$ cat config.mk
export PLATFORM = sky130hd
export DESIGN_NAME = cksort_cell
export DESIGN_NICKNAME = d
export VERILOG_FILES = /design/src/rtl/core/cksort_pkg.sv /design/src/rtl/core/cksort_cell.sv
export SDC_FILE = /design/constraint.sdc
export NUM_CORES = 1
export LEC_CHECK = 0
export ABC_AREA = 0
export BUFFER_PORTS_ARGS = -buffer_cell sky130_fd_sc_hd__clkbuf_2
export CAP_MARGIN = 30
export CELL_PAD_IN_SITES_DETAIL_PLACEMENT = 1
export CELL_PAD_IN_SITES_GLOBAL_PLACEMENT = 2
export CORE_ASPECT_RATIO = 0.8
export CORE_MARGIN = 4
export CORE_UTILIZATION = 25
export CTS_CLUSTER_DIAMETER = 120
export DETAILED_ROUTE_END_ITERATION = 10
export HOLD_SLACK_MARGIN = 0.15
export MAX_ROUTING_LAYER = met4
export PLACE_DENSITY = 0.85
export SKIP_CTS_REPAIR_TIMING = 1
export SYNTH_ARGS = -nofsm -noshare
export SYNTH_HDL_FRONTEND = slang
export SYNTH_SLANG_ARGS = --single-unit
$ cat constraint.sdc
create_clock -name clk -period 4.6 [get_ports clk]
set_clock_uncertainty 0.1 [all_clocks]
set_input_delay 0.23 -clock clk [delete_from_list [all_inputs] [get_ports clk]]
set_output_delay 0.23 -clock clk [all_outputs]
set_load 0.05 [all_outputs]
$ cat src/rtl/core/cksort_pkg.sv
`timescale 1ns / 1ps
// Package for the composite key record sorter.
// Holds the field widths, the record type held in each cell and the link between cells.
// No dependencies.
package cksort_pkg;

  localparam int IdW          = 20;
  localparam int ScoreW       = 10;
  localparam int TotalW       = 11;
  localparam int DefMaxRecords = 64;

  // One stored record: identifier, total score and the practical tie-breaker.
  typedef struct packed {
    logic [IdW-1:0]    id;
    logic [TotalW-1:0] total;
    logic [ScoreW-1:0] prac;
  } rec_t;

  // What a cell shows to its neighbours.
  typedef struct packed {
    logic valid;
    logic take;
    rec_t rec;
  } link_t;

  // True when record a ranks strictly before record b: higher total, then higher
  // practical score, then lower identifier.
  function automatic logic ranks_before(rec_t a, rec_t b);
    logic [TotalW+ScoreW+IdW-1:0] ka;
    logic [TotalW+ScoreW+IdW-1:0] kb;
    ka = {a.total, a.prac, ~a.id};
    kb = {b.total, b.prac, ~b.id};
    return ka > kb;
  endfunction

endpackage

$ cat src/rtl/core/cksort_cell.sv
`timescale 1ns / 1ps
// One cell of the insertion chain: holds a single record in ranked position.
// Depends on cksort_pkg for the record and link types.
module cksort_cell (
  input  logic              clk,
  input  logic              rst,
  input  logic              ins,
  input  cksort_pkg::rec_t  new_rec,
  input  logic              shift,
  input  cksort_pkg::link_t left,
  input  cksort_pkg::link_t right,
  output cksort_pkg::link_t self
);

  logic             valid;
  cksort_pkg::rec_t rec;
  logic             take;

  // The new record lands here or further left when it ranks before this one.
  assign take = ins && (!valid || cksort_pkg::ranks_before(new_rec, rec));

  assign self.valid = valid;
  assign self.take  = take;
  assign self.rec   = rec;

  // Control: occupied flag. A taking cell only becomes occupied when it receives the
  // new record or an occupied neighbour's record, never an empty neighbour's contents.
  always_ff @(posedge clk) begin
    if (rst) begin
      valid <= 1'b0;
    end else if (shift) begin
      valid <= right.valid;
    end else if (take && (left.valid || !left.take)) begin
      valid <= 1'b1;
    end
  end

  // Payload: shift towards the head on emission, towards the tail on insertion.
  always_ff @(posedge clk) begin
    if (shift) begin
      rec <= right.rec;
    end else if (take) begin
      if (left.take) begin
        rec <= left.rec;
      end else begin
        rec <= new_rec;
      end
    end
  end

endmodule

==> results.md <==
- Core footprint: around 12000 um2
- Reg2Reg Depth: 8
- # rows: 36
- Critical path startpoint category: flop
- First drt pass iteration count: 4
- DRT antenna net count: 0
- Share of post-route cells with drive strength above 1: a little over a third
- Num CTS Buffers: 5
- Register area share after synthesis: approximately 39%
- Top_reg_cell synth: edfxtp_1
- Overflow after GRT: 0
- Critical-path cell list: inv_1 > ha_1 > nand4_1 > nor4_1 > o221a_2 > nor4_2 > o21ai_4 > buf_4
- Slew Limit Fails: 0
- Reg2Reg Capture Point: self[26]
- Fin crit period: 3.103 ns
- Via Count: 3100
- Mapped Cells: 341
- Post-layout nets: around 700
- FF-to-FF setup slack: ~1.5 ns
- Commonest cells in the netlist: 53 x nand2_1, 47 x o21ai_0, 44 x inv_1
- Port bufs: roughly 170
- Syn avg cell area: roughly 9.4 um2
- Post-synth EDFFs: ~40
- Layer with the highest usage: met2
- Synth area leader: edfxtp_1
- Peak Freq: ~0.32 GHz
- Measured slew at the worst slew-check pin: between 0.7 and 0.8 ns
- Initial antenna violation count: 0
- Synth-to-Final Area Change: 40.59%
- Grt met2 use: 24.14%
- Crit end category: flop
- Cells after DPL: 672
- RR Startpoint: self[3]
- Mapped Nets: ~510
- GR met3 Demand/Resource: roughly 3.3%
- Max-cap viol count: 0
- Post-synth top area share: roughly two fifths
- Status: completed
- Die Y: 109.3 um
- Peak supply drop: between 0.0001 and 0.00015 V
- Worst Hold Depth: 3
- Tcrit/Tclk final: 67.46%
- Min setup slack post-route: 1.497 ns
- Initial Utilization: between 20% and 30%
- Final Hold Viols: 0
- Met1 usage: 16.89%
- Lkg Pwr: between 2 and 2.5 nW
- Clock Tree Root: clkbuf_16
- # IOs: about 170
- Crit path max fanout: 19
- Antenna cells: 0
- DR iter-0 viols: slightly below 100
- Yosys reg bits: 42
- WP data arrival: ~3 ns
- CTS tree: yes
- Hold Crit Class: input pin to flop
- Placer congestion estimate: about 0.74
- WL per Instance: approximately 15 um
- Die area: roughly 15000 um2
- Setup CP Type: flop to flop
- Mapped Area: roughly 3200 um2
- Vias per cell: roughly 4.5
- CP max stage delay: between 0.5 and 0.6 ns
- Setup_tns: 0 ns
- Power Density: between 300 and 400 nW/um2
- Max_slew headroom: between 50 and 60%
- Clk_lat worst skew: ~0.29 ns
- H-tree depth: 2
- Leading post-synthesis cells by cell area: edfxtp_1 38%, ha_1 16%, mux2i_1 13%, o21ai_0 7.3%, nand2_1 6.2%
- Detailed Route WL: roughly 10000 um
- Slowest-stage cell, CP: nor4_1
- Fin cells: between 600 and 700
- Library cells used by synthesis: 32
- Async SR Flop Fraction: 0%
- Clk slew on worst S/H paths: around 0.06 ns
- RSZ-0062 raised after global routing: no
- Vias in the first global route: between 3000 and 4000
- First-pass GRT wire length: ~16000 um
- Endpoints failing setup: 0
- Synth warnings: 0
- WHS Endpoint: self[38]
- Worst Path Required: 4.47 ns
- Detail Placement HPWL: 8610 um
- Pin count of the biggest net entering global routing: 85
- TritonCTS Sinks: 42
- Die width: 134.6 um
- Hold wc startpoint: right[38]
- Cell with the most instances after synthesis: nand2_1
- Post-Place Worst Slack: 1.395 ns
- Clock buffer depth: 2
- Post-route DRC: 0
- Tot GR Track Use: ~14%
## critical path: cells and delay by family, from the launching register on
family                   cells  cell delay [ns]
flip-flops                   1             0.35
AO/OA/AOI/OAI                2             0.78
adder cells (fa/ha/maj)      1             0.29
buffers and inverters        2             0.42
AND/OR/NAND/NOR              3             0.82
## cell type report
cell class	instances	area, um2
Multi-Input combinational cell	239	1728
Inverter	44	165.2
Clock buffer	7	142.6
Timing Repair Buffer	187	1001
Clock inverter	1	5.005
Sequential cell	42	1251
Fill cell	1524	7835
Tap cell	171	214.0
## flip-flops by register name (all words and copies together) (netlist names)
name   flops
self      41
valid      1
## worst max path at each step
stage / from / end / slack [ns] / depth (start not counted)
final: self[3] / self[26] / 1.50 / 8
after global routing: self[2] / self[25] / 1.26 / 8
after CTS: self[3] / self[29] / 1.38 / 8
after detailed placement: self[3] / self[25] / 1.40 / 8
after global placement: self[3] / self[26] / 1.44 / 8
after floorplan: self[20] / self[0] / 0.41 / 8
## metal layers
layer | up-vias | wire length [um] | share of wire (%)
met3 | 7 | 542 | 5.2
met1 | 1430 | 4605 | 44
met2 | 95 | 5170 | 50
li1 | 1568 | - | -
met5 | - | 0 | 0
met4 | 0 | 61 | 0.59
## cells by family after synthesis
| logic type | count (synthesis) | share of synthesized area [%] |
|---|---|---|
| and+or+nand+nor | 77 | 11.20 |
| DFF | 42 | 39.03 |
| AOI/OAI and AO/OA | 80 | 13.54 |
| muxes | 41 | 12.80 |
| buffers and inverters | 60 | 7.416 |
| adders and majority gates | 41 | 16.00 |
## cells in the final DEF, fill, tap and decap left out, drive strengths merged
cell         instances
mux2i               41
nand3                3
a22oi                1
a211oi               1
clkinv               1
nand2b               1
o21bai               1
edfxtp              41
nor4                 4
nor2                 3
nand4                7
o221a                1
a21o                 2
dfxtp                1
o211ai               2
o2bb2ai              1
nor2b                1
buf                  4
or3                  1
and2                 1
a21oi               21
o21a                 1
o21ai               49
clkbuf             179
nor3                 3
nand2               53
ha                  41
dlygate4sd3         11
inv                 44
## report_power, final
group | leakage [nW] | internal, mW | switching (mW)
clock | 0.0739 | 0.216 | 0.147
sequential | 0.433 | 0.480 | 0.0253
combinational | 1.84 | 0.169 | 0.348
total | 2.35 | 0.864 | 0.520
## stage by stage
step                utilization, %  power (mW)  hold slack (ns)  instance area (um2)
finish                       36.52       1.385           0.1209                 4507
global route                 36.52       1.472           0.1508                 4507
CTS                          35.62       1.406         0.001651                 4397
detailed placement           34.43       1.031           0.3150                 4249
global placement             34.43       1.012           0.3073                 4249
floorplan                        -      0.8596           0.2024                 3206
Power figures use the tool's default switching activity.
